`src/rtl/cpl_pkg.sv`:
```
// Package of the C punctuator lexer: token kinds, prefix states and decode functions.
`timescale 1ns / 1ps

package cpl_pkg;

	typedef logic [5:0] kind_t;
	typedef logic [1:0] len_t;

	// Token kinds, numbered as in the punctuator list.
	localparam kind_t K_NONE     = 6'd0;
	localparam kind_t K_NE       = 6'd1;
	localparam kind_t K_NOT      = 6'd2;
	localparam kind_t K_HASHHASH = 6'd3;
	localparam kind_t K_HASH     = 6'd4;
	localparam kind_t K_MODEQ    = 6'd5;
	localparam kind_t K_MOD      = 6'd6;
	localparam kind_t K_ANDAND   = 6'd7;
	localparam kind_t K_ANDEQ    = 6'd8;
	localparam kind_t K_AND      = 6'd9;
	localparam kind_t K_LPAREN   = 6'd10;
	localparam kind_t K_RPAREN   = 6'd11;
	localparam kind_t K_MULEQ    = 6'd12;
	localparam kind_t K_MUL      = 6'd13;
	localparam kind_t K_INC      = 6'd14;
	localparam kind_t K_ADDEQ    = 6'd15;
	localparam kind_t K_ADD      = 6'd16;
	localparam kind_t K_COMMA    = 6'd17;
	localparam kind_t K_DEC      = 6'd18;
	localparam kind_t K_SUBEQ    = 6'd19;
	localparam kind_t K_ARROW    = 6'd20;
	localparam kind_t K_SUB      = 6'd21;
	localparam kind_t K_ELLIPSIS = 6'd22;
	localparam kind_t K_DOT      = 6'd23;
	localparam kind_t K_DIVEQ    = 6'd24;
	localparam kind_t K_DIV      = 6'd25;
	localparam kind_t K_COLON    = 6'd26;
	localparam kind_t K_SEMI     = 6'd27;
	localparam kind_t K_SHLEQ    = 6'd28;
	localparam kind_t K_SHL      = 6'd29;
	localparam kind_t K_LE       = 6'd30;
	localparam kind_t K_LT       = 6'd31;
	localparam kind_t K_EQEQ     = 6'd32;
	localparam kind_t K_ASSIGN   = 6'd33;
	localparam kind_t K_SHREQ    = 6'd34;
	localparam kind_t K_SHR      = 6'd35;
	localparam kind_t K_GE       = 6'd36;
	localparam kind_t K_GT       = 6'd37;
	localparam kind_t K_QUEST    = 6'd38;
	localparam kind_t K_AT       = 6'd39;
	localparam kind_t K_LBRACK   = 6'd40;
	localparam kind_t K_BSLASH   = 6'd41;
	localparam kind_t K_RBRACK   = 6'd42;
	localparam kind_t K_XOREQ    = 6'd43;
	localparam kind_t K_XOR      = 6'd44;
	localparam kind_t K_LBRACE   = 6'd45;
	localparam kind_t K_OREQ     = 6'd46;
	localparam kind_t K_OROR     = 6'd47;
	localparam kind_t K_OR       = 6'd48;
	localparam kind_t K_RBRACE   = 6'd49;
	localparam kind_t K_TILDE    = 6'd50;

	// Pending prefix held between bytes.
	typedef enum logic [4:0] {
		P_IDLE, P_BANG, P_HASH, P_PERCENT, P_AMP, P_STAR, P_PLUS, P_MINUS, P_DOT,
		P_DOTDOT, P_SLASH, P_LT, P_SHL, P_EQ, P_GT, P_SHR, P_CARET, P_BAR
	} prefix_t;

	// Outcome of one byte: done = token finished, grow = longer prefix held.
	typedef struct packed {
		logic    done;
		logic    grow;
		prefix_t nxt;
		kind_t   kind;
	} dec_t;

	function automatic dec_t finish(kind_t k);
		dec_t d;
		d = '{done: 1'b1, grow: 1'b0, nxt: P_IDLE, kind: k};
		return d;
	endfunction

	function automatic dec_t hold(prefix_t p);
		dec_t d;
		d = '{done: 1'b0, grow: 1'b1, nxt: p, kind: K_NONE};
		return d;
	endfunction

	function automatic dec_t start_of(logic [7:0] c);
		dec_t d;
		case (c)
			"!":  d = hold(P_BANG);
			"#":  d = hold(P_HASH);
			"%":  d = hold(P_PERCENT);
			"&":  d = hold(P_AMP);
			"*":  d = hold(P_STAR);
			"+":  d = hold(P_PLUS);
			"-":  d = hold(P_MINUS);
			".":  d = hold(P_DOT);
			"/":  d = hold(P_SLASH);
			"<":  d = hold(P_LT);
			"=":  d = hold(P_EQ);
			">":  d = hold(P_GT);
			"^":  d = hold(P_CARET);
			"|":  d = hold(P_BAR);
			"(":  d = finish(K_LPAREN);
			")":  d = finish(K_RPAREN);
			",":  d = finish(K_COMMA);
			":":  d = finish(K_COLON);
			";":  d = finish(K_SEMI);
			"?":  d = finish(K_QUEST);
			"@":  d = finish(K_AT);
			"[":  d = finish(K_LBRACK);
			"\\": d = finish(K_BSLASH);
			"]":  d = finish(K_RBRACK);
			"{":  d = finish(K_LBRACE);
			"}":  d = finish(K_RBRACE);
			"~":  d = finish(K_TILDE);
			default: d = finish(K_NONE);
		endcase
		return d;
	endfunction

	// Neither done nor grow means the byte cannot extend the prefix.
	function automatic dec_t extend_of(prefix_t p, logic [7:0] c);
		dec_t d;
		d = '{done: 1'b0, grow: 1'b0, nxt: P_IDLE, kind: K_NONE};
		unique case (p)
			P_BANG:    if (c == "=") d = finish(K_NE);
			P_HASH:    if (c == "#") d = finish(K_HASHHASH);
			P_PERCENT: if (c == "=") d = finish(K_MODEQ);
			P_AMP: begin
				if (c == "&") d = finish(K_ANDAND);
				else if (c == "=") d = finish(K_ANDEQ);
			end
			P_STAR:    if (c == "=") d = finish(K_MULEQ);
			P_PLUS: begin
				if (c == "+") d = finish(K_INC);
				else if (c == "=") d = finish(K_ADDEQ);
			end
			P_MINUS: begin
				if (c == "-") d = finish(K_DEC);
				else if (c == "=") d = finish(K_SUBEQ);
				else if (c == ">") d = finish(K_ARROW);
			end
			P_DOT:     if (c == ".") d = hold(P_DOTDOT);
			P_DOTDOT:  if (c == ".") d = finish(K_ELLIPSIS);
			P_SLASH:   if (c == "=") d = finish(K_DIVEQ);
			P_LT: begin
				if (c == "<") d = hold(P_SHL);
				else if (c == "=") d = finish(K_LE);
			end
			P_SHL:     if (c == "=") d = finish(K_SHLEQ);
			P_EQ:      if (c == "=") d = finish(K_EQEQ);
			P_GT: begin
				if (c == ">") d = hold(P_SHR);
				else if (c == "=") d = finish(K_GE);
			end
			P_SHR:     if (c == "=") d = finish(K_SHREQ);
			P_CARET:   if (c == "=") d = finish(K_XOREQ);
			P_BAR: begin
				if (c == "=") d = finish(K_OREQ);
				else if (c == "|") d = finish(K_OROR);
			end
			default: d = '{done: 1'b0, grow: 1'b0, nxt: P_IDLE, kind: K_NONE};
		endcase
		return d;
	endfunction

	function automatic kind_t lone_kind(prefix_t p);
		kind_t k;
		unique case (p)
			P_BANG:    k = K_NOT;
			P_HASH:    k = K_HASH;
			P_PERCENT: k = K_MOD;
			P_AMP:     k = K_AND;
			P_STAR:    k = K_MUL;
			P_PLUS:    k = K_ADD;
			P_MINUS:   k = K_SUB;
			P_DOT:     k = K_DOT;
			P_SLASH:   k = K_DIV;
			P_LT:      k = K_LT;
			P_SHL:     k = K_SHL;
			P_EQ:      k = K_ASSIGN;
			P_GT:      k = K_GT;
			P_SHR:     k = K_SHR;
			P_CARET:   k = K_XOR;
			P_BAR:     k = K_OR;
			default:   k = K_NONE;
		endcase
		return k;
	endfunction

	function automatic len_t lone_len(prefix_t p);
		len_t l;
		case (p)
			P_IDLE:                 l = 2'd0;
			P_DOTDOT, P_SHL, P_SHR: l = 2'd2;
			default:                l = 2'd1;
		endcase
		return l;
	endfunction

endpackage

```
`src/rtl/cpl_in_if.sv`:
```
// Input channel of the C punctuator lexer: one source character per item.
`timescale 1ns / 1ps

interface cpl_in_if;
	logic        valid;
	logic        ready;
	logic [7:0]  byte_in;
	logic        end_of_input;
	logic        column_load;
	logic [15:0] column_value;

	modport source (output valid, byte_in, end_of_input, column_load, column_value,
		input ready);
	modport sink (input valid, byte_in, end_of_input, column_load, column_value,
		output ready);
endinterface

```
`src/rtl/cpl_out_if.sv`:
```
// Output channel of the C punctuator lexer: one token per item.
`timescale 1ns / 1ps

interface cpl_out_if;
	logic        valid;
	logic        ready;
	logic [5:0]  token_kind;
	logic [1:0]  token_length;
	logic        error_flag;
	logic        byte_returned;
	logic [15:0] start_column;
	logic [7:0]  text_byte;

	modport source (output valid, token_kind, token_length, error_flag, byte_returned,
		start_column, text_byte, input ready);
	modport sink (input valid, token_kind, token_length, error_flag, byte_returned,
		start_column, text_byte, output ready);
endinterface

```
`src/rtl/c_punctuator_lexer.sv`:
```
// Top level of the C punctuator lexer.
// The block splits a character stream into C punctuators by longest match of up to three
// characters. Each item on chr is one byte, an end-of-input marker or a column load; an
// item on tok is one finished token with its kind (1 to 50, 0 when unrecognised), length,
// start column and error flag. When a byte cannot extend the pending prefix, the prefix is
// closed as a token with byte_returned set and the byte is not consumed: the sender must
// submit that same byte again. The block accepts one item per clock cycle unless stalled
// as described below. The item is caught in the input register when it is accepted and
// is decoded from there into the result register, from which a finished token is offered
// on tok. The rate is set by the update of the prefix and column registers for each item.
// A full result register that is not taken stalls the input side only when the waiting
// item would itself produce a token.
`timescale 1ns / 1ps

module c_punctuator_lexer #(
	parameter int COLUMN_BITS = 16
) (
	input  logic          clk,
	input  logic          arst_n,
	cpl_in_if.sink        chr,
	cpl_out_if.source     tok
);
	import cpl_pkg::*;

	// Input register
	logic                   valid_s1;
	logic [7:0]             byte_s1;
	logic                   eoi_s1;
	logic                   load_s1;
	logic [15:0]            colval_s1;

	// Lexer state
	prefix_t                prefix_q;
	logic [COLUMN_BITS-1:0] col_q;
	logic [COLUMN_BITS-1:0] start_q;

	// Result register
	logic                   out_valid_q;
	kind_t                  kind_q;
	len_t                   len_q;
	logic                   ret_q;
	logic [15:0]            scol_q;
	logic [7:0]             text_q;

	// Decode of the item in the input register
	dec_t                   dec;
	logic                   emit;
	kind_t                  emit_kind;
	len_t                   emit_len;
	logic                   emit_ret;
	logic [COLUMN_BITS-1:0] emit_start;
	logic [7:0]             emit_text;
	prefix_t                prefix_d;
	logic [COLUMN_BITS-1:0] col_d;
	logic [COLUMN_BITS-1:0] start_d;
	logic                   advance;

	logic [COLUMN_BITS+15:0] load_ext;
	logic [COLUMN_BITS+15:0] scol_ext;

	// Column load value fitted to the counter width, and the start column fitted to the
	// 16-bit output field, whichever way round the widths lie.
	assign load_ext = {{COLUMN_BITS{1'b0}}, colval_s1};
	assign scol_ext = {16'd0, emit_start};

	always_comb begin
		dec        = start_of(byte_s1);
		emit       = 1'b0;
		emit_kind  = K_NONE;
		emit_len   = 2'd1;
		emit_ret   = 1'b0;
		emit_start = start_q;
		emit_text  = 8'd0;
		prefix_d   = prefix_q;
		col_d      = col_q;
		start_d    = start_q;
		if (load_s1) begin
			// A pending prefix survives a column load together with its start column.
			col_d = load_ext[COLUMN_BITS-1:0];
		end else if (eoi_s1) begin
			if (prefix_q != P_IDLE) begin
				emit      = 1'b1;
				emit_kind = lone_kind(prefix_q);
				emit_len  = lone_len(prefix_q);
				prefix_d  = P_IDLE;
			end
		end else if (prefix_q == P_IDLE) begin
			col_d = col_q + COLUMN_BITS'(1);
			if (dec.grow) begin
				prefix_d = dec.nxt;
				start_d  = col_q;
			end else begin
				emit       = 1'b1;
				emit_kind  = dec.kind;
				emit_start = col_q;
				// Only an unrecognised character echoes its byte.
				emit_text  = (dec.kind == K_NONE) ? byte_s1 : 8'd0;
			end
		end else begin
			dec = extend_of(prefix_q, byte_s1);
			if (!dec.done && !dec.grow) begin
				// The byte closes the prefix without being consumed.
				emit      = 1'b1;
				emit_kind = lone_kind(prefix_q);
				emit_len  = lone_len(prefix_q);
				emit_ret  = 1'b1;
				prefix_d  = P_IDLE;
			end else begin
				col_d = col_q + COLUMN_BITS'(1);
				if (dec.grow) begin
					prefix_d = dec.nxt;
				end else begin
					emit      = 1'b1;
					emit_kind = dec.kind;
					emit_len  = lone_len(prefix_q) + 2'd1;
					prefix_d  = P_IDLE;
				end
			end
		end
	end

	// The held item moves on unless it makes a token and the result register is blocked.
	assign advance   = valid_s1 && (!emit || !out_valid_q || tok.ready);
	assign chr.ready = !valid_s1 || advance;

	always_ff @(posedge clk or negedge arst_n) begin
		if (!arst_n) begin
			valid_s1 <= 1'b0;
		end else if (chr.ready) begin
			valid_s1 <= chr.valid;
		end
	end

	always_ff @(posedge clk) begin
		if (chr.valid && chr.ready) begin
			byte_s1   <= chr.byte_in;
			eoi_s1    <= chr.end_of_input;
			load_s1   <= chr.column_load;
			colval_s1 <= chr.column_value;
		end
	end

	always_ff @(posedge clk or negedge arst_n) begin
		if (!arst_n) begin
			prefix_q <= P_IDLE;
			col_q    <= '0;
			start_q  <= '0;
		end else if (advance) begin
			prefix_q <= prefix_d;
			col_q    <= col_d;
			start_q  <= start_d;
		end
	end

	always_ff @(posedge clk or negedge arst_n) begin
		if (!arst_n) begin
			out_valid_q <= 1'b0;
		end else if (advance && emit) begin
			out_valid_q <= 1'b1;
		end else if (tok.ready) begin
			out_valid_q <= 1'b0;
		end
	end

	always_ff @(posedge clk) begin
		if (advance && emit) begin
			kind_q <= emit_kind;
			len_q  <= emit_len;
			ret_q  <= emit_ret;
			scol_q <= scol_ext[15:0];
			text_q <= emit_text;
		end
	end

	assign tok.valid         = out_valid_q;
	assign tok.token_kind    = kind_q;
	assign tok.token_length  = len_q;
	assign tok.error_flag    = (kind_q == K_NONE) || (kind_q == K_AT);
	assign tok.byte_returned = ret_q;
	assign tok.start_column  = scol_q;
	assign tok.text_byte     = text_q;

	// A held item that cannot move on stays in the input register unchanged.
	a_s1_hold: assert property (@(posedge clk) disable iff (!arst_n)
		(valid_s1 && !advance) |=> (valid_s1 && $stable(byte_s1) && $stable(eoi_s1)
			&& $stable(load_s1)))
		else $error("input register changed while stalled");

	// Only the three-character punctuators have length three.
	a_len3: assert property (@(posedge clk) disable iff (!arst_n)
		(tok.valid && tok.token_length == 2'd3) |->
			(tok.token_kind == K_ELLIPSIS || tok.token_kind == K_SHLEQ
			|| tok.token_kind == K_SHREQ))
		else $error("length three on a short punctuator");

	// An echoed byte belongs to a one-character unrecognised token.
	a_text: assert property (@(posedge clk) disable iff (!arst_n)
		(tok.valid && tok.text_byte != 8'd0) |->
			(tok.token_kind == K_NONE && tok.token_length == 2'd1 && !tok.byte_returned))
		else $error("text byte on a recognised token");

	// Without a load, the column moves by at most one per item.
	a_col_step: assert property (@(posedge clk) disable iff (!arst_n)
		(advance && !load_s1) |=>
			(col_q == $past(col_q) || col_q == $past(col_q) + COLUMN_BITS'(1)))
		else $error("column counter jumped");

endmodule

```
`src/flat_wrapper.sv`:
```
// flat-port wrapper written by rule: the top's interface ports become plain ports
module c_punctuator_lexer_flat import cpl_pkg::*;
#(
	parameter int COLUMN_BITS = 16
)
  (clk, arst_n, chr_valid, chr_byte_in, chr_end_of_input, chr_column_load, chr_column_value, chr_ready, tok_valid, tok_token_kind, tok_token_length, tok_error_flag, tok_byte_returned, tok_start_column, tok_text_byte, tok_ready);
  cpl_in_if chr_i ();
  cpl_out_if tok_i ();
  input  logic clk;
  input  logic arst_n;
  input wire logic [$bits(chr_i.valid)-1:0] chr_valid;
  input wire logic [$bits(chr_i.byte_in)-1:0] chr_byte_in;
  input wire logic [$bits(chr_i.end_of_input)-1:0] chr_end_of_input;
  input wire logic [$bits(chr_i.column_load)-1:0] chr_column_load;
  input wire logic [$bits(chr_i.column_value)-1:0] chr_column_value;
  output wire logic [$bits(chr_i.ready)-1:0] chr_ready;
  output wire logic [$bits(tok_i.valid)-1:0] tok_valid;
  output wire logic [$bits(tok_i.token_kind)-1:0] tok_token_kind;
  output wire logic [$bits(tok_i.token_length)-1:0] tok_token_length;
  output wire logic [$bits(tok_i.error_flag)-1:0] tok_error_flag;
  output wire logic [$bits(tok_i.byte_returned)-1:0] tok_byte_returned;
  output wire logic [$bits(tok_i.start_column)-1:0] tok_start_column;
  output wire logic [$bits(tok_i.text_byte)-1:0] tok_text_byte;
  input wire logic [$bits(tok_i.ready)-1:0] tok_ready;
  assign chr_i.valid = chr_valid;
  assign chr_i.byte_in = chr_byte_in;
  assign chr_i.end_of_input = chr_end_of_input;
  assign chr_i.column_load = chr_column_load;
  assign chr_i.column_value = chr_column_value;
  assign chr_ready = chr_i.ready;
  assign tok_valid = tok_i.valid;
  assign tok_token_kind = tok_i.token_kind;
  assign tok_token_length = tok_i.token_length;
  assign tok_error_flag = tok_i.error_flag;
  assign tok_byte_returned = tok_i.byte_returned;
  assign tok_start_column = tok_i.start_column;
  assign tok_text_byte = tok_i.text_byte;
  assign tok_i.ready = tok_ready;
  c_punctuator_lexer #(.COLUMN_BITS(COLUMN_BITS)) u_core (.clk(clk), .arst_n(arst_n), .chr(chr_i), .tok(tok_i));
endmodule
```
`config.mk`:
```
export PLATFORM = sky130hd
export DESIGN_NAME = c_punctuator_lexer_flat
export DESIGN_NICKNAME = d
export VERILOG_FILES = /design/src/rtl/cpl_pkg.sv /design/src/rtl/cpl_in_if.sv /design/src/rtl/cpl_out_if.sv /design/src/rtl/c_punctuator_lexer.sv /design/src/flat_wrapper.sv
export SDC_FILE = /design/constraint.sdc
export NUM_CORES = 1
export LEC_CHECK = 0
export ABC_AREA = 1
export BUFFER_PORTS_ARGS = -buffer_cell sky130_fd_sc_hd__buf_2
export CORE_MARGIN = 2
export CORE_UTILIZATION = 54
export DETAILED_ROUTE_END_ITERATION = 10
export PLACE_DENSITY = 0.77
export SKIP_CTS_REPAIR_TIMING = 1
export SLEW_MARGIN = 25
export SYNTH_ARGS = -nofsm -noshare
export SYNTH_HDL_FRONTEND = slang
export SYNTH_SLANG_ARGS = --single-unit
```
`constraint.sdc`:
```
create_clock -name clk -period 2.95 [get_ports clk]
set_clock_uncertainty 0.05 [all_clocks]
set_input_delay 0.59 -clock clk [delete_from_list [all_inputs] [get_ports clk]]
set_output_delay 0.59 -clock clk [all_outputs]
set_load 0.05 [all_outputs]
```
======== After elaboration in Yosys (flattened, before gate mapping) ========
Memory sizes are Yosys's and may differ from the RTL's. A register that Yosys moved wholly into a read port is not among the register bits.
Cells that the tools add are included.
word-level totals
  register bits after elaboration ......... 98
  bits in latches ......................... 0
  RAM bits ................................ 0
  memory bits (read-only) ................. 2048
  bits of input ports ..................... 30
  output and inout port bits .............. 36
  word-level logic and storage cells ...... 150
  memories kept ........................... 3
memory list
  memory           words  bits a word  rd ports  clocked after memory_dff  write ports  line            source
  (no name shown)  128    13           1         1                         0            cpl_pkg.sv:90   case (c)
  (no name shown)  32     6            1         0                         0            cpl_pkg.sv:171  unique case (p)
  (no name shown)  32     6            1         0                         0            cpl_pkg.sv:171
cells by class
  add/subtract/negate cells ............... 2
  multiply operators ...................... 0
  divide/modulo/power cells ............... 0
  magnitude comparators ................... 0
  equal/unequal tests ..................... 31
  shifts and indexed selects .............. 0
  mux-type cells .......................... 72
  bitwise gates (word level) .............. 4
  reduce and logical (&&, ||, !) cells .... 24
operators by type and width
  operator                 number
  $mux W13                 26
  $pmux W13 S17            1
  $mux W16                 8
  $eq A8 B6 Y1 const B     8
  $eq A5 B4 Y1 const B     8
  $mux W6                  6
  $mux W5                  6
  $mux W12                 2
  $mux W2                  11
  $eq A5 B3 Y1 const B     4
  $add A16 B1 Y16 const B  1
  $logic_not A6 Y1         2
  $eq A5 B2 Y1 const B     2
  $eq A5 B5 Y1 const B     2
  $mux W1                  10
  $eq A8 B7 Y1 const B     1
  $mux W7                  1
  $eq A6 B6 Y1 const B     1
  $ne A3 B1 Y1 const B     2
  $reduce_or A3 Y1         2
  $eq A5 B1 Y1 const B     1
  $logic_not A1 Y1         5
  $logic_not A5 Y1         1
  $reduce_and A5 Y1        1
  11 further kinds         21

======== Logic depth before layout (Yosys ltp) ========
Gate-level depths: netlist of the first run.
  depth after elaboration ................. 21
  mapped depth ............................ 23
  mapped depth without buffers ............ 22

======== Least setup slack after synthesis of the first run ========
Ideal clock, no wire load.
  path type ............................... flip-flop to flip-flop
  start ................................... register u_core.prefix_q[1]
  end ..................................... register with a tool-made name
  data arrival time ....................... 3.150 ns
  required time ........................... 2.842 ns
  path slack .............................. -0.308 ns
  cell stages (with the launch flop) ...... 23
  path buffers ............................ 1
  clock period less this slack ............ 3.258 ns
  cell sequence ........................... dfrtp_1 > inv_1 > ha_1 > nand2_2 > nor2_8 > nor2_8 > nor2_4 > nor3_4 > nand3_4 > nand2_4 > buf_6 > inv_1 > nand2_1 > nand2_1 > ha_1 > inv_1 > nand3_1 > inv_1 > nor2_1 > nand2_2 > nand3_1 > nand2_1 > nand2_1
RTL lines
  item                    line                       source
  start, declared         c_punctuator_lexer.sv:33   prefix_t prefix_q;
  start signal, assigned  c_punctuator_lexer.sv:149  prefix_q <= prefix_d;

======== Final worst setup path of the first run ========
  start ................................... register u_core.prefix_q[1]
  end ..................................... output port chr_ready
between the ends
  word-level cells in the longest chain between the ends .. 16
  elaborated cells between the ends (all ways) .. 37
ends and longest elaborated chain
  item                                  line                       source
  $eq A5 B5 Y1 (tied with other cells)  cpl_pkg.sv:127             unique case (p)
  $pmux W13 S17                         cpl_pkg.sv:127
  $mux W13                              c_punctuator_lexer.sv:87   end else if (prefix_q == P_IDLE) begin
  $mux W13                              c_punctuator_lexer.sv:80   end else if (eoi_s1) begin
  $mux W13                              c_punctuator_lexer.sv:77   if (load_s1) begin
  $logic_not A1 Y1                      c_punctuator_lexer.sv:101  if (!dec.done && !dec.grow) begin
  $logic_and A1 B1 Y1                   c_punctuator_lexer.sv:101
  $mux W1                               c_punctuator_lexer.sv:101
  $mux W1                               c_punctuator_lexer.sv:87
  $mux W1 *                             c_punctuator_lexer.sv:80
  $mux W1 *                             c_punctuator_lexer.sv:77
  $logic_not A1 Y1 *                    c_punctuator_lexer.sv:123  assign advance = valid_s1 && (!emit || !out_valid_q || tok.ready);
  $logic_or A1 B1 Y1 * (2 in series)    c_punctuator_lexer.sv:123
  $logic_and A1 B1 Y1 *                 c_punctuator_lexer.sv:123
  $logic_or A1 B1 Y1 *                  c_punctuator_lexer.sv:124  assign chr.ready = !valid_s1 || advance;
  end, declared                         flat_wrapper.sv:16         output wire logic [$bits(chr_i.ready)-1:0] chr_ready;
Mark *: on every way between the ends. The rest lies on a longest branch, timed or not. The select of a mux whose other input is x is not followed.

==> results of run 1 <==
[worst reg2reg max path, cell delays in order (launching register included)]
cell	delay [ns]
dfrtp_2	0.48
inv_4	0.13
ha_4	0.17
nand2_4	0.10
nor2_8	0.23
nor2_8	0.06
nor2_4	0.13
nor3_4	0.06
nand3_4	0.16
nand2_8	0.10
nand2_1	0.11
nand2_2	0.13
ha_4	0.30
nand3_1	0.12
nand2_1	0.09
inv_1	0.04
nand2_1	0.05
nand3_1	0.07
nand2_1	0.06
nand2_1	0.05
[cell usage after synthesis, types with 2 or more instances]
cell type,instances
dfrtp_1,39
a31oi_1,4
dfxtp_1,12
inv_2,9
a21oi_1,18
buf_8,3
o21ai_1,7
nand3_4,3
o31ai_1,3
o211ai_1,4
nor2_8,3
edfxtp_1,59
nand4_1,11
nand2_2,19
nor2_4,6
clkbuf_1,10
a32oi_1,3
o21ai_2,15
inv_1,62
ha_1,14
nor2_1,54
o21ai_0,61
a21oi_2,2
o41ai_1,2
xor2_1,10
inv_4,2
nand3b_1,2
buf_6,4
nand2_4,12
nor3_1,16
nand3_1,44
mux2i_1,2
nor2_2,7
nor4_1,5
nor3_2,3
nand3_2,8
buf_4,2
nand2_1,169
[power by group]
part	internal [mW]	total (mW)	switching, mW	leakage (nW)
sequential	1.96	2.22	0.262	1.17
combinational	0.588	1.90	1.31	1.90
clock	0.612	1.25	0.637	0.147
[routing by layer]
metal | wire (µm) | share of wire, % | GRT usage [%] | vias up
met2 | 7430 | 46 | 39.7 | 248
met3 | 1050 | 6.5 | 3.64 | 27
met1 | 7390 | 46 | 37.5 | 2555
met4 | 327 | 2.0 | 7.80 | 0
met5 | 0 | 0 | 0 | -
li1 | - | - | - | 2600
[final cells by class]
| class | instances | area (µm²) |
|---|---|---|
| Fill cell | 911 | 4090 |
| Multi-Input combinational cell | 520 | 3080 |
| Sequential cell | 110 | 2990 |
| Timing Repair Buffer | 89 | 537 |
| Inverter | 73 | 285 |
| Clock buffer | 9 | 225 |
| Tap cell | 143 | 179 |
| Clock inverter | 7 | 85.1 |
[path summary, 6_finish.rpt]
kind / start / end / slack [ns] / cells past startpoint
max reg2reg: u_core.prefix_q[1]$_DFFE_PN0P_ / flip-flop / 0.16 / 19
min in group clk: chr_column_value[9] / u_core.colval_s1[9]$_DFFE_PN_ / 0.35 / 1
min reg2reg: u_core.start_q[2]$_DFFE_PN0P_ / u_core.start_q[2]$_DFFE_PN0P_ / 0.44 / 2
min: arst_n / u_core.start_q[8]$_DFFE_PN0P_ / 0.31 / 1
max: u_core.prefix_q[1]$_DFFE_PN0P_ / chr_ready / 0.07 / 11
max in group asynchronous: arst_n / u_core.prefix_q[3]$_DFFE_PN0P_ / 1.90 / 1
[cell families after synthesis]
group | count (synthesis) | synth area share (%)
AOI/OAI and AO/OA | 125 | 11.9
buffers and inverters | 95 | 7.04
muxes | 2 | 0.313
DFF | 110 | 46.7
and+or+nand+nor | 366 | 29.8
adders and majority gates | 14 | 2.74
xor gates and xnor gates | 11 | 1.51
[through the flow]
stage / hold WS [ns] / instance area (µm²) / utilization [%]
floorplan: 0.244 / 6440 / -
global placement: 0.416 / 6970 / 60.8
detailed placement: 0.423 / 6970 / 60.8
CTS: 0.335 / 7280 / 63.5
global route: 0.347 / 7380 / 64.4
finish: 0.310 / 7380 / 64.4
==> flow_metrics.tcl, run 1 <==
set metrics [dict create \
    status "complete, no violations" \
    cts_buffers 9 \
    diodes 0 \
    clock-root-buffer "clkbuf_16" \
    start_util_pct 55.8 \
    coreArea_um2 11500 \
    via_count 5430 \
    powerDensity_nw_per_um2 727 \
    crit_buf_inv 4 \
    synth_edf_count 59 \
    hold_viol 0 \
    routed_wl_um 16200 \
    clkTransAtPathRegs_ns 0.08 \
    area_delta_synth_final_pct 15.4 \
    ios 66 \
    crit_family "simple AND/OR/NAND/NOR gates" \
    grt_pass1_wl_um 25900 \
    grt_usage_pct 25.6 \
    die_height_um 113 \
    dieArea_um2 12700 \
    wl_per_cell_um 17.0 \
    antenna_found_initial 0 \
    p_leak_nw 3.22 \
    setup_slack_ns 0.0695 \
    drive_gt1_share_pct 27.2 \
    mostFrequentLayoutCells "nand2_1 (166), buf_2 (64), o21ai_0 (61), edfxtp_1 (59), inv_1 (58)" \
    drv_slew 0 \
    layout.nets 847 \
    slew_headroom_pct 38.8 \
    min_path_type "in2async" \
    cp.arrival_ns 2.24 \
    ys_ff_latch 110 \
    cp.required_ns 2.31 \
    cts_tree "done" \
    cts.sinks 110 \
    cp_common_cell "nand2_4" \
    ys_warn_count 0 \
    peakVddDrop_mv 0.425 \
    layout.cells.non_filler 951 \
    syn_area_um2 6390 \
    worst_slew_pin_slew_ns 0.918 \
    drc 0 \
    cts.path.max_buffers 2 \
    p_total_mw 5.37 \
    end_kind "output pin" \
    num_rows 39 \
    grt.overflow.total 0 \
    postRouteAntennaNets 0 \
    pre_cts_slack_ns 0.0628 \
    cp_max_fo 7 \
    first_global_vias 5084 \
    dp_hpwl_um 12200 \
    synth_cells 723 \
    tns_ns 0 \
    gp_congestion 1.03 \
    cp_cell_sequence "inv_4 -> ha_4 -> nand2_4 -> nor2_8 -> nand2_4 -> nand2_2 -> inv_2 -> nand2_4 -> nand3_4 -> buf_4 -> buf_6" \
    yosysUniqueCellTypes 52 \
    ys_async_sr_fraction_pct 35.5 \
    port_buffers 65 \
    crit_path_top_delay_cell "dfrtp_2" \
    insertion_delay_ns 0.35 \
    drt_first_pass_iters 5 \
    layout_commonest_cell "nand2_1" \
    yosysSeqAreaShare_pct 46.7 \
    worstSetupStartpointType "flip-flop" \
    routed_via_density 5.71 \
    criticalPathCategory "reg2out" \
    min_period_over_period_pct 97.6 \
    dp_cells 931 \
    slowest_delay_ns 0.48 \
    setup_viol 0 \
    htreeDepth 3 \
    synth_area_per_cell_um2 8.84 \
    yosysTopAreaCellShare_pct 27.7 \
    min_period_ns 2.88 \
    grt_max_degree 40 \
    drtIter0Drc 595 \
    die_width_um 113 \
    max_freq_mhz 347 \
    ys_top_cells_by_area "edfxtp_1 (28%), dfrtp_1 (15%), nand2_1 (9.9%)" \
    maxCapViolations 0 \
    synth_nets 767 \
    ys.flop_type "edfxtp_1" \
    netlist.top_cell.by_area "edfxtp_1" \
]
Note: power is estimated with default switching activity, not from simulation.
==> run 2: changes to the inputs <==
--- a/config.mk
+++ b/config.mk
@@ -8,9 +8,10 @@
 export ABC_AREA = 1
 export BUFFER_PORTS_ARGS = -buffer_cell sky130_fd_sc_hd__buf_2
 export CORE_MARGIN = 2
-export CORE_UTILIZATION = 54
+export CORE_UTILIZATION = 60
 export DETAILED_ROUTE_END_ITERATION = 10
-export PLACE_DENSITY = 0.77
+export PLACE_DENSITY = 0.81
+export SETUP_SLACK_MARGIN = 0.05
 export SKIP_CTS_REPAIR_TIMING = 1
 export SLEW_MARGIN = 25
 export SYNTH_ARGS = -nofsm -noshare
==> constraint.sdc (replaced) <==
create_clock -name clk -period 2.67 [get_ports clk]
set_clock_uncertainty 0.05 [all_clocks]
set_input_delay 0.534 -clock clk [delete_from_list [all_inputs] [get_ports clk]]
set_output_delay 0.534 -clock clk [all_outputs]
set_load 0.05 [all_outputs]
==> run 2 against run 1 <==
  * The flow now finishes with violations (hold timing, setup timing)
  * Die area fell by 9.6%
  * Combinational power rose by 25%
  * Largest power group unchanged
  * Global-route usage rose by 4.2 points
  * Critical path depth did not move
  * Setup slack got worse by 0.15 ns
  * Utilization rose by 10 points
  * Flip-flop and latch count did not move
  * Register-to-register slack got worse by 0.19 ns
  * Wire length rose by 5.3%
==> flow_metrics.tcl, run 2 (synthesis gave the netlist of run 1 again) <==
set metrics [dict create \
    setup_viol 3 \
    cp_cell_sequence "inv_2 -> ha_4 -> nand2_4 -> nor2_8 -> nand2_4 -> nand2_2 -> inv_2 -> nand2_4 -> nand3_4 -> buf_6 -> buf_8" \
    dp_hpwl_um 12700 \
    setup_slack_ns -0.0855 \
    fillers 726 \
    min_period_ns 2.76 \
    clkTransAtPathRegs_ns 0.11 \
    wl_per_cell_um 17.3 \
    grt_use_met3_pct 4.74 \
    max_freq_mhz 363 \
    rsz0062_at_grt "yes" \
    p_leak_nw 3.42 \
    cts.path.max_buffers 2 \
    diodes 0 \
    layout.nets 890 \
    grt.overflow.total 0 \
    postRouteAntennaNets 0 \
    die_width_um 107 \
    slew_headroom_pct 51.7 \
    grt_usage_pct 29.8 \
    drc 0 \
    worst_slew_pin_slew_ns 0.723 \
    area_delta_synth_final_pct 20.8 \
    cts_buffers 9 \
    maxCapViolations 0 \
    end_kind "output pin" \
    use_met1_pct 42.4 \
    slowest_delay_ns 0.44 \
    clock-root-buffer "clkbuf_8" \
    crit_path_top_delay_cell "dfrtp_1" \
    drive_gt1_share_pct 32.8 \
    routed_wl_um 17100 \
    busiest_layer "met2" \
    port_buffers 65 \
    powerDensity_nw_per_um2 750 \
    grt_pass1_wl_um 26600 \
    peakVddDrop_mv 0.452 \
    dieArea_um2 11500 \
    layout_commonest_cell "nand2_1" \
    gp_congestion 0.970 \
    drv_slew 0 \
    drt_first_pass_iters 5 \
    cp_max_fo 6 \
    antenna_found_initial 0 \
    mostFrequentLayoutCells "nand2_1 (157), buf_2 (64), o21ai_0 (61), buf_4 (60), edfxtp_1 (59)" \
    coreArea_um2 10300 \
    hold_viol 12 \
    grt_max_degree 40 \
    die_height_um 107 \
    grt_util_met2_pct 45.5 \
    violations "hold timing, setup timing" \
    routed_via_density 5.82 \
    min_period_over_period_pct 103 \
    cp.required_ns 2.09 \
    insertion_delay_ns 0.38 \
    start_util_pct 61.9 \
    cts.sinks 110 \
    ios 66 \
    num_rows 37 \
    via_count 5748 \
    whs_ns -0.0112 \
    drtIter0Drc 517 \
    htreeDepth 3 \
    cts_tree "done" \
    post-route-util_pct 74.8 \
    min_path_type "in2async" \
    p_total_mw 5.80 \
    criticalPathCategory "reg2out" \
    cp.arrival_ns 2.17 \
    first_global_vias 5293 \
    status "finished, violations left" \
    cp_common_cell "nand2_4" \
    worstSetupStartpointType "flip-flop" \
]
==> run 2: cell types whose count changed in the layout (fill, tap and decap cells not counted), sizes merged <==
cell,change
clkinvlp,-1
inv,+1
clkbuf,+1
nand2,+1
buf,+42
nor2,-1
==> run 2: final cells by class <==
class                      instances  area (µm²)  area share (%)
inverter                          73         285            3.69
multi-input combinational        520        3190            41.3
timing repair buffer             132         905            11.7
clock inverter                     7        63.8           0.826
tap                              136         170            2.20
clock buffer                       9         124            1.60
sequential                       110        2990            38.7
==> run 2: worst max-delay path, delay by kind of cell, from the launching register on <==
kind                       cells  cell delay, ns
and+or+nand+nor                6            0.64
DFF                            1            0.44
buffers and inverters          4            0.51
adders and majority gates      1            0.18
==> run 2: metrics by stage <==
stage / setup WS (ns) / std cells / TNS [ns] / cell area, µm²
after global routing: -0.193 / 987 / -1.80 / 7720
after global placement: -0.0594 / 952 / -0.0776 / 7170
after floorplan: -0.260 / 723 / -1.76 / 6440
final: -0.0855 / 987 / -0.134 / 7720
after detailed placement: -0.0523 / 952 / -0.0568 / 7170
after CTS: -0.124 / 968 / -0.339 / 7360
==> run 2: path summary, 6_finish.rpt <==
check	slack, ns	endpoint	startpoint	cells past startpoint
max in group asynchronous	2.11	u_core.col_q[0]$_DFFE_PN0P_	arst_n	2
min	-0.01	u_core.start_q[4]$_DFFE_PN0P_	arst_n	1
max	-0.09	chr_ready	u_core.prefix_q[0]$_DFFE_PN0P_	11
min reg2reg	0.45	u_core.start_q[5]$_DFFE_PN0P_	u_core.start_q[5]$_DFFE_PN0P_	2
min in group clk	0.27	u_core.colval_s1[6]$_DFFE_PN_	chr_column_value[6]	1
max reg2reg	-0.03	flip-flop	u_core.prefix_q[0]$_DFFE_PN0P_	22
==> run 2: report_power, final <==
| part | switching [mW] | internal [mW] |
|---|---|---|
| sequential | 0.279 | 2.16 |
| combinational | 1.55 | 0.830 |
| clock | 0.610 | 0.365 |
==> run 2: layer usage <==
metal / vias to the layer above / wire length (µm)
met5: - / 0
met4: 0 / 588
met3: 50 / 1360
met2: 342 / 7920
met1: 2672 / 7180
li1: 2684 / -
==> run 3: changes to the inputs <==
--- a/config.mk
+++ b/config.mk
@@ -10,8 +10,10 @@
 export CORE_MARGIN = 2
 export CORE_UTILIZATION = 60
 export DETAILED_ROUTE_END_ITERATION = 10
+export GPL_TIMING_DRIVEN = 0
+export HOLD_SLACK_MARGIN = 0.15
 export PLACE_DENSITY = 0.81
-export SETUP_SLACK_MARGIN = 0.05
+export SETUP_SLACK_MARGIN = 0.5
 export SKIP_CTS_REPAIR_TIMING = 1
 export SLEW_MARGIN = 25
 export SYNTH_ARGS = -nofsm -noshare
==> run 3 against run 2 <==
  * The flow finishes with violations (setup timing)
  * Hold slack improved by 0.22 ns
  * Sequential share of layout area fell by 1.3 points
  * Register-to-register slack lost 0.24 ns
  * Combinational power grew 5%
  * Non-clock buffer count up 8
  * Clock power up 5%
  * Global-route usage is 1.4 points lower
  * First-iteration DRC count fell by 12%
  * Total power rose by 2.8%
  * Final area increased by 3.6%
  * Sequential power is essentially flat
  * Final cell count is 1.0% higher
  * Largest cell class unchanged
==> flow_metrics.tcl, run 3 (synthesis gave the netlist of run 1 again) <==
set metrics [dict create \
    status "finished, violations left" \
    violations "setup timing" \
    criticalPathCategory "reg2reg" \
    mostFrequentLayoutCells "nand2_1 (150), buf_2 (64), edfxtp_1 (59), inv_1 (52), nor2_1 (47)" \
    crit_family "simple AND/OR/NAND/NOR gates" \
    maxCapViolations 0 \
    powerDensity_nw_per_um2 744 \
    ff_latch_area_um2 2990 \
    r2r_cells 22 \
    insertion_delay_ns 0.39 \
    drt_first_pass_iters 5 \
    crit_path_top_delay_cell "dfrtp_2" \
    clock-root-buffer "clkbuf_8" \
    start_util_pct 61.9 \
    cp.arrival_ns 3.16 \
    dp_cells 923 \
    worst_slew_pin_slew_ns 0.918 \
    cp.depth 22 \
    first_global_vias 4931 \
    switching_power_mw 2.55 \
    clkTransAtPathRegs_ns 0.12 \
    cts.path.max_buffers 2 \
    post-route-util_pct 77.5 \
    routed_wl_um 18100 \
    setup_viol 11 \
    hold_viol 0 \
    wl_per_cell_um 18.1 \
    drive_gt1_share_pct 36.1 \
    drtIter0Drc 455 \
    cts.sinks 110 \
    coreArea_um2 10300 \
    drv_slew 0 \
    dp_hpwl_um 11800 \
    pwr-share-seq_pct 41.0 \
    grt_pass1_wl_um 25200 \
    ios 66 \
    layout.cells.non_filler 997 \
    cts_tree "done" \
    worstSetupStartpointType "flip-flop" \
    cp-startpoint "u_core.prefix_q[1]$_DFFE_PN0P_" \
    cp.required_ns 2.89 \
    port_buffers 64 \
    multiInputGateArea_um2 3300 \
    htreeDepth 3 \
    gp_congestion 0.959 \
    p_sw_share_pct 42.8 \
    grt_max_degree 40 \
    cts_buffers 9 \
    setup_slack_ns -0.268 \
    min_path_type "in2async" \
    num_rows 37 \
    diodes 0 \
    die_width_um 107 \
    drc 0 \
    layout_commonest_cell "nand2_1" \
    cp_max_fo 8 \
    via_count 5908 \
    crit_buf_inv 5 \
    p_leak_nw 3.47 \
    reg2reg_from "u_core.prefix_q[1]$_DFFE_PN0P_" \
    die_height_um 107 \
    grt.overflow.total 0 \
    cp_cell_sequence "clkinv_4 -> ha_4 -> nand2_8 -> nor2_8 -> nor2_8 -> nor2_4 -> nor3_4 -> nand3_4 -> nand2_4 -> buf_12 -> clkinvlp_4 -> nand2_2 -> nand2_4 -> ha_4 -> inv_4 -> nand3_4 -> inv_2 -> nor2_2 -> nand2_2 -> nand3_2 -> nand2_1 -> nand2_1" \
    area_delta_synth_final_pct 25.2 \
    slew_headroom_pct 38.8 \
    grt_usage_pct 28.4 \
    tns_ns -2.00 \
    antenna_found_initial 0 \
    pwr-share-comb_pct 41.8 \
    fillers 695 \
    p_int_mw 3.41 \
    clkPwrFrac_pct 17.1 \
    end_kind "flip-flop" \
    peakVddDrop_mv 0.468 \
    postRouteAntennaNets 0 \
    min_period_ns 2.94 \
    max_freq_mhz 340 \
    rsz0062_at_grt "yes" \
    layout.nets 900 \
    dieArea_um2 11500 \
    rrSetupSlack_ns -0.27 \
    routed_via_density 5.93 \
    min_period_over_period_pct 110 \
    slowest_delay_ns 0.46 \
]
==> run 3: routing by layer <==
| metal | up-vias | global-route usage (%) | wire length [µm] |
|---|---|---|---|
| met5 | - | 0 | 0 |
| met2 | 353 | 41.9 | 8330 |
| li1 | 2700 | - | - |
| met4 | 0 | 6.22 | 358 |
| met1 | 2820 | 43.9 | 7630 |
| met3 | 35 | 5.17 | 1730 |
==> run 3: cell type report <==
class | instances | area share, %
timing repair buffer | 118 | 10.3
buffer | 22 | 2.53
tap | 136 | 2.13
timing repair inverter | 3 | 0.281
sequential | 110 | 37.4
multi-input combinational | 519 | 41.2
clock buffer | 10 | 1.72
clock inverter | 6 | 0.719
inverter | 73 | 3.74
==> run 3: power groups by stage <==
| stage | clock network [mW] | registers (mW) | logic [mW] |
|---|---|---|---|
| 6_report | 1.02 | 2.44 | 2.49 |
| 5_1_grt | 1.07 | 2.48 | 2.67 |
| 4_1_cts | 1.01 | 2.43 | 2.05 |
| 3_5_place_dp | 0 | 2.46 | 2.04 |
| 3_3_place_gp | 0 | 2.44 | 1.99 |
| 2_1_floorplan | 0 | 2.69 | 1.28 |
==> run 3: worst min path at each step <==
stage                                                 to  depth (start not counted)
after CTS                 u_core.start_q[15]$_DFFE_PN0P_                          1
final                     u_core.start_q[15]$_DFFE_PN0P_                          1
after global routing      u_core.colval_s1[13]$_DFFE_PN_                          1
after floorplan              u_core.col_q[0]$_DFFE_PN0P_                          0
after global placement     u_core.start_q[3]$_DFFE_PN0P_                          2
after detailed placement  u_core.start_q[14]$_DFFE_PN0P_                          2
==> run 3: worst register-to-register path, stage by stage, from the launching register on <==
cell	delay, ns
dfrtp_2	0.46
clkinv_4	0.10
ha_4	0.20
nand2_8	0.10
nor2_8	0.08
nor2_8	0.13
nor2_4	0.05
nor3_4	0.25
nand3_4	0.14
nand2_4	0.11
buf_12	0.13
clkinvlp_4	0.16
nand2_2	0.12
nand2_4	0.08
ha_4	0.18
inv_4	0.06
nand3_4	0.08
inv_2	0.07
nor2_2	0.04
nand2_2	0.07
nand3_2	0.07
nand2_1	0.07
nand2_1	0.06
==> run 3: metrics by stage <==
step           hold slack (ns)  total power, mW  setup WS [ns]  instance area (µm²)
2_1_floorplan            0.188             3.97         -0.260                 6460
3_3_place_gp             0.416             4.43         -0.758                 6950
3_5_place_dp             0.425             4.50         -0.855                 6950
4_1_cts                  0.241             5.49         -0.885                 7140
5_1_grt                  0.247             6.22         -0.387                 8000
6_report                 0.210             5.96         -0.268                 8000
